**src/hw/rtl/cde_pkg.sv**
```systemverilog
// ----------------------------------------------------------------------------
// cde_pkg
// Shared types and fixed widths for the circular double-ended queue.
// ----------------------------------------------------------------------------
package cde_pkg;

    localparam int FUNC_W      = 2;
    localparam int VALUE_W     = 32;
    localparam int STATUS_W    = 2;
    localparam int OCC_W       = 4;
    localparam int S_TDATA_W   = 32;
    localparam int S_TUSER_W   = 2;
    localparam int M_TDATA_W   = 40;

    typedef enum logic [FUNC_W-1:0] {
        FUNC_PUSH_FRONT = 2'd0,
        FUNC_PUSH_REAR  = 2'd1,
        FUNC_POP_FRONT  = 2'd2,
        FUNC_POP_REAR   = 2'd3
    } t_func;

    typedef enum logic [STATUS_W-1:0] {
        STATUS_OK    = 2'd0,
        STATUS_FULL  = 2'd1,
        STATUS_EMPTY = 2'd2
    } t_status;

    // Per-cell update controls, at most one set per cycle
    typedef struct packed {
        logic from_lower;   // take the word of the cell nearer the front
        logic from_upper;   // take the word of the cell nearer the rear
        logic load;         // take the pushed word
    } t_cell_ctl;

endpackage

```
**src/hw/rtl/cde_cell.sv**
```systemverilog
// ----------------------------------------------------------------------------
// cde_cell
// One entry of the shifting deque row: holds a word, shifts toward either
// neighbor, loads a pushed word, and offers its word when it is the rear.
// ----------------------------------------------------------------------------
module cde_cell #(
    parameter int W = 32
) (
    input  logic                i_clk,
    input  cde_pkg::t_cell_ctl  i_ctl,
    input  logic [W-1:0]        i_word,
    input  logic [W-1:0]        i_lower,
    input  logic [W-1:0]        i_upper,
    input  logic                i_rear_sel,
    output logic [W-1:0]        o_data,
    output logic [W-1:0]        o_tap
);

    logic [W-1:0] r_data;
    logic [W-1:0] n_data;

    always_comb begin
        n_data = r_data;
        if (i_ctl.load) begin
            n_data = i_word;
        end else if (i_ctl.from_lower) begin
            n_data = i_lower;
        end else if (i_ctl.from_upper) begin
            n_data = i_upper;
        end
    end

    always_ff @(posedge i_clk) begin
        r_data <= n_data;
    end

    assign o_data = r_data;
    // Gate so the top can OR all taps into the rear word
    assign o_tap  = i_rear_sel ? r_data : '0;

endmodule

```
**src/hw/rtl/circular_deque_top.sv**
```systemverilog
// ----------------------------------------------------------------------------
// circular_deque_top
// Fixed-depth double-ended queue built as a row of shifting cells.
// ----------------------------------------------------------------------------
// Each input word is one operation (push front, push rear, pop front, pop
// rear) and gives exactly one result word in the next cycle: the popped value,
// a status and the occupancy after the operation. The entries sit in a row
// of DEPTH cells ordered front first; a push or pop at the front shifts the
// whole row by one cell, a push at the rear loads the cell just past the last
// entry and a pop at the rear reads that last entry, so a new operation is
// taken every cycle as long as the result side keeps taking words. Pushes
// to a full queue and pops from an empty queue are refused and flagged, and
// leave the contents as they were.
// ----------------------------------------------------------------------------
module circular_deque_top #(
    parameter int DEPTH      = 8,
    parameter int DATA_WIDTH = 32
) (
    input  logic                           i_clk,
    input  logic                           i_rst_n,
    input  logic                           s_tvalid,
    output logic                           s_tready,
    input  logic [cde_pkg::S_TDATA_W-1:0]  s_tdata,   // [31:0] push_value
    input  logic [cde_pkg::S_TUSER_W-1:0]  s_tuser,   // [1:0] func
    output logic                           m_tvalid,
    input  logic                           m_tready,
    output logic [cde_pkg::M_TDATA_W-1:0]  m_tdata    // [31:0] pop_value,
                                                      // [33:32] status,
                                                      // [37:34] occupancy
);

    localparam int VW     = cde_pkg::VALUE_W;
    localparam int OW     = cde_pkg::OCC_W;
    localparam int CELL_W = (DATA_WIDTH < VW) ? DATA_WIDTH : VW;
    localparam int CNT_W  = $clog2(DEPTH + 1);
    localparam int PAD_W  = cde_pkg::M_TDATA_W - VW - cde_pkg::STATUS_W - OW;

    logic                  w_accept;
    cde_pkg::t_func        w_func;
    logic                  w_full;
    logic                  w_empty;
    logic                  w_is_push;
    logic                  w_ok;
    logic                  w_do;
    logic [CELL_W-1:0]     w_word;
    logic [CELL_W-1:0]     w_rear;
    logic [CELL_W-1:0]     w_pop_word;
    cde_pkg::t_status      w_status;

    logic [CELL_W-1:0]     w_data [DEPTH];
    logic [CELL_W-1:0]     w_tap  [DEPTH];
    cde_pkg::t_cell_ctl    w_ctl  [DEPTH];

    logic [CNT_W-1:0]      r_cnt;
    logic [CNT_W-1:0]      n_cnt;
    logic                  r_m_valid;
    logic [VW-1:0]         r_pop_value;
    cde_pkg::t_status      r_status;
    logic [OW-1:0]         r_occ;

    assign s_tready  = !r_m_valid || m_tready;
    assign w_accept  = s_tvalid && s_tready;
    assign w_func    = cde_pkg::t_func'(s_tuser);
    assign w_word    = CELL_W'(s_tdata[VW-1:0]);
    assign w_full    = (r_cnt == CNT_W'(DEPTH));
    assign w_empty   = (r_cnt == '0);
    assign w_is_push = (w_func == cde_pkg::FUNC_PUSH_FRONT) ||
                       (w_func == cde_pkg::FUNC_PUSH_REAR);
    assign w_ok      = w_is_push ? !w_full : !w_empty;
    assign w_do      = w_accept && w_ok;

    genvar gi;
    generate
        for (gi = 0; gi < DEPTH; gi++) begin : g_cell
            logic [CELL_W-1:0] w_lower;
            logic [CELL_W-1:0] w_upper;

            if (gi == 0) begin : g_first
                assign w_lower = w_word;
            end else begin : g_mid_lo
                assign w_lower = w_data[gi-1];
            end

            if (gi == DEPTH - 1) begin : g_last
                assign w_upper = w_data[gi];
            end else begin : g_mid_hi
                assign w_upper = w_data[gi+1];
            end

            assign w_ctl[gi].from_lower = w_do && (w_func == cde_pkg::FUNC_PUSH_FRONT);
            assign w_ctl[gi].from_upper = w_do && (w_func == cde_pkg::FUNC_POP_FRONT);
            assign w_ctl[gi].load       = w_do && (w_func == cde_pkg::FUNC_PUSH_REAR) &&
                                          (r_cnt == CNT_W'(gi));

            cde_cell #(
                .W (CELL_W)
            ) u_cell (
                .i_clk      (i_clk),
                .i_ctl      (w_ctl[gi]),
                .i_word     (w_word),
                .i_lower    (w_lower),
                .i_upper    (w_upper),
                .i_rear_sel (r_cnt == CNT_W'(gi + 1)),
                .o_data     (w_data[gi]),
                .o_tap      (w_tap[gi])
            );
        end
    endgenerate

    // Only the last stored cell drives its tap
    always_comb begin
        w_rear = '0;
        for (int i = 0; i < DEPTH; i++) begin
            w_rear = w_rear | w_tap[i];
        end
    end

    always_comb begin
        w_pop_word = '0;
        w_status   = cde_pkg::STATUS_OK;
        n_cnt      = r_cnt;
        case (w_func)
            cde_pkg::FUNC_PUSH_FRONT,
            cde_pkg::FUNC_PUSH_REAR: begin
                if (w_full) begin
                    w_status = cde_pkg::STATUS_FULL;
                end else begin
                    n_cnt = r_cnt + CNT_W'(1);
                end
            end
            cde_pkg::FUNC_POP_FRONT: begin
                if (w_empty) begin
                    w_status = cde_pkg::STATUS_EMPTY;
                end else begin
                    w_pop_word = w_data[0];
                    n_cnt      = r_cnt - CNT_W'(1);
                end
            end
            cde_pkg::FUNC_POP_REAR: begin
                if (w_empty) begin
                    w_status = cde_pkg::STATUS_EMPTY;
                end else begin
                    w_pop_word = w_rear;
                    n_cnt      = r_cnt - CNT_W'(1);
                end
            end
            default: begin
                w_status = cde_pkg::STATUS_OK;
            end
        endcase
    end

    always_ff @(posedge i_clk) begin
        if (!i_rst_n) begin
            r_cnt     <= '0;
            r_m_valid <= 1'b0;
        end else begin
            if (w_accept) begin
                r_cnt     <= n_cnt;
                r_m_valid <= 1'b1;
            end else if (m_tready) begin
                r_m_valid <= 1'b0;
            end
        end
    end

    // Hold the result word until it is taken
    always_ff @(posedge i_clk) begin
        if (w_accept) begin
            r_pop_value <= VW'(w_pop_word);
            r_status    <= w_status;
            r_occ       <= OW'(n_cnt);
        end
    end

    assign m_tvalid = r_m_valid;
    assign m_tdata  = {{PAD_W{1'b0}}, r_occ, r_status, r_pop_value};

endmodule

```
**config.mk**
```make
export PLATFORM = sky130hd
export DESIGN_NAME = circular_deque_top
export DESIGN_NICKNAME = d
export VERILOG_FILES = /design/src/hw/rtl/cde_pkg.sv /design/src/hw/rtl/cde_cell.sv /design/src/hw/rtl/circular_deque_top.sv
export SDC_FILE = /design/constraint.sdc
export NUM_CORES = 1
export LEC_CHECK = 0
export BUFFER_PORTS_ARGS = -buffer_cell sky130_fd_sc_hd__buf_2
export CAP_MARGIN = 25
export CORE_MARGIN = 5
export CORE_UTILIZATION = 45
export DETAILED_ROUTE_END_ITERATION = 16
export HOLD_SLACK_MARGIN = 0.03
export PLACE_DENSITY = 0.68
export SLEW_MARGIN = 20
export SYNTH_ARGS = -nofsm -noshare
export SYNTH_HDL_FRONTEND = slang
export SYNTH_SLANG_ARGS = --single-unit
```
**constraint.sdc**
```tcl
create_clock -name i_clk -period 13.1 [get_ports i_clk]
set_input_delay 1.31 -clock i_clk [delete_from_list [all_inputs] [get_ports i_clk]]
set_output_delay 1.31 -clock i_clk [all_outputs]
set_load 0.02 [all_outputs]
```
==> flow_summary.ini <==
[logic_synthesis]
synth_edf_count = 294
syn_area_per_cell_um2 = 11.8
synthFlopType = edfxtp_1
synth_seq_cells = 299
netlist-cell-type-count = 65
synth.most_common_cell = edfxtp_1
yosys.area.top_type = edfxtp_1
ys_seq_area_share_pct = 53.9
synthTopCellsByArea = edfxtp_1 (53%), mux2i_1 (11%), mux2_2 (5.8%)
yosys_warnings = 0
yosysTopAreaCellShare_pct = 53.3
syn_area_um2 = 16600
synthTopCellsByCount = edfxtp_1 (294), a21oi_1 (185), nor2_1 (175)
synth_cells = 1400
async_flop_share_pct = 0

[timing]
worst_hold_slack_ps = 593
finalSetupTns_ps = 0
fin_skew_ps = 8.83
worstMarginPinSlew_ps = 1170
layout_setup_ws_ps = 9000
rsz0062_at_grt = no
fin_crit_sh_pct = 31.3
finalCriticalPeriod_ps = 4100
setup_viol = 0
final_hold_viol_count = 0
slew_violations = 0
timing.fmax_mhz = 244
max-slew-margin-rel_pct = 22.0

[pwr]
power.density_nw_per_um2 = 144
leakage_nw = 6.18
clkPwrFrac_pct = 37.5
internal_power_w = 0.00191
power_w = 0.00263
swShare_pct = 27.6
combPwrFrac_pct = 16.9
p_seq_share_pct = 45.6
switching_power_w = 0.000726
irDropWorstVdd_mv = 0.100

[setup_path]
endpoint = g_cell[4].u_cell.o_data[19]$_DFFE_PP_
worstSetupEndpointType = register
cp_top_family = buffers and inverters
startpoint = m_tready
critical-path-max-stage-delay_ps = 750
cp_num_buf_inv = 3
r2r_cells = 8
worstPathArrival_ps = 4370
slowest_stage = buf_4
cp.depth = 7
path_cells = buf_2 > and2b_1 > nor4_4 > buf_4 > buf_12 > mux2_2 > mux2_1
reg2reg_slack_ps = 9070
cp_max_fo = 138
crit_required_ps = 13370
r2r-end = g_cell[4].u_cell.o_data[19]$_DFFE_PP_
reg2reg_from = r_cnt[0]$_SDFFE_PN0P_
worstSetupPathType = in2reg
start_kind = primary input

[route]
vias = 12100
drc = 0
finalWirelength_um = 50400
drt_iter0_markers = 1573
ant_nets = 0
viasPerCell = 6.35
firstDrtPassIters = 5
routedWlPerCell_um = 26.5

[clock_network]
cts_resized = 0
cts.path.max_buffers = 3
clk_pin_slew_worst_paths_ps = 60
cts_tree = yes
cts-htree-levels = 2
cts_sinks = 299
cts-buffers-inserted = 34
root_buffer = clkbuf_16
clk_latency_ps = 520
postCtsSetupBuffers = 0
cts_hold_buf = 0

[die]
die_x_um = 202
ios = 80
fp.coreArea_um2 = 36500
die_h_um = 202
die-area_um2 = 40800
rows = 70
initial_utilization_pct = 45.4

[global_routing]
grt.overflow.total = 0
antenna_found_initial = 7
grt_start_max_net_pins = 139
grt_usage_pct = 23.7
grt_pass1_vias = 11900
grt_pass1_wl_um = 75100

[worst_hold_path]
worstHoldPathType = reg2reg
min_path_cells = 1

[cells_and_area]
layout.nets = 1443
syn_to_final_growth_pct = 10.4
drive_gt1_share_pct = 18.9
post-route-util_pct = 50.1

[place]
hpwl_um = 27800
place_congestion = 0.822
post-place-ws_ps = 8620
numPortBuffers = 77

[outcome]
status = complete, no violations

[flow_run]
maxCapViolCount = 0
==> layout make-up <==
| type | count | area, um^2 |
|---|---|---|
| well taps | 468 | 586 |
| flip-flops and latches | 299 | 8930 |
| inverters | 9 | 33.8 |
| clock buffers | 44 | 972 |
| clock inverters | 16 | 176 |
| multi-input cells | 947 | 6910 |
| fillers | 3181 | 18200 |
| repair buffers | 109 | 663 |
| diodes | 5 | 12.5 |
==> sequential cells by signal, indices dropped and copies added (netlist names) <==
| signal | count |
|---|---|
| m_tvalid | 1 |
| g_cell.u_cell.o_data | 256 |
| r_pop_value | 32 |
| r_status | 2 |
| r_occ | 4 |
| r_cnt | 4 |
==> power groups by stage <==
stage	combinational (W)	sequential, W	clock, W
finish	0.000446	0.00120	0.000986
global route	0.000468	0.00121	0.00104
CTS	0.000435	0.00120	0.000999
detailed placement	0.000432	0.00122	0
global placement	0.000424	0.00122	0
floorplan	0.000275	0.00122	0
==> per-layer routing <==
metal	vias up	track usage (%)	share of wire, %
met3	125	5.45	11
li1	5377	-	-
met2	704	36.8	45
met1	5847	33.5	41
met5	-	0	0.016
met4	2	7.20	3.2
==> stage by stage <==
step | instances | area, um^2
5_1_grt | 1894 | 18300
6_report | 1897 | 18300
4_1_cts | 1892 | 18300
3_3_place_gp | 1830 | 17100
3_5_place_dp | 1832 | 17100
2_1_floorplan | 1401 | 16600
==> placed cells by master, fill, tap and decap left out, types with 6 or more instances in the layout <==
master	netlist	final
a211oi_1	12	12
a21oi_1	185	184
a221oi_1	8	8
a222oi_1	25	25
a22o_1	15	15
a22oi_1	30	30
a2bb2oi_1	6	6
a32oi_1	9	9
and3_1	6	6
buf_2	17	77
buf_4	3	29
clkbuf_16	0	37
clkinv_1	2	7
clkinv_2	0	6
edfxtp_1	294	294
mux2_1	49	49
mux2_2	85	85
mux2i_1	174	174
nand2_1	36	30
nand2_2	0	6
nand2b_1	7	7
nand3_1	7	7
nand4_1	8	8
nor2_1	175	175
nor3_1	8	8
o21ai_0	26	26
==> how the worst min path moves through the flow <==
stage                     slack [ps]                              endpoint                             startpoint
after detailed placement         580  g_cell[0].u_cell.o_data[4]$_DFFE_PP_   g_cell[1].u_cell.o_data[4]$_DFFE_PP_
final                            590  g_cell[0].u_cell.o_data[4]$_DFFE_PP_   g_cell[1].u_cell.o_data[4]$_DFFE_PP_
after CTS                        590  g_cell[0].u_cell.o_data[4]$_DFFE_PP_   g_cell[1].u_cell.o_data[4]$_DFFE_PP_
after floorplan                  520             r_pop_value[21]$_DFFE_PP_  g_cell[0].u_cell.o_data[21]$_DFFE_PP_
after global routing             610  g_cell[0].u_cell.o_data[4]$_DFFE_PP_   g_cell[1].u_cell.o_data[4]$_DFFE_PP_
after global placement           570             r_pop_value[25]$_DFFE_PP_  g_cell[0].u_cell.o_data[25]$_DFFE_PP_
==> cells by family (layout without fill, tap and decap cells) <==
kind of cell	after synthesis	in the layout	share of synthesized area, %
other	1	7	0.0226
xor gates and xnor gates	3	3	0.159
and+or+nand+nor	275	275	7.48
AOI/OAI and AO/OA	354	354	13.7
muxes	308	308	19.6
adders and majority gates	5	5	0.378
buffers and inverters	155	178	4.77
DFF	299	299	53.9
(Power assumes the default switching activity.)
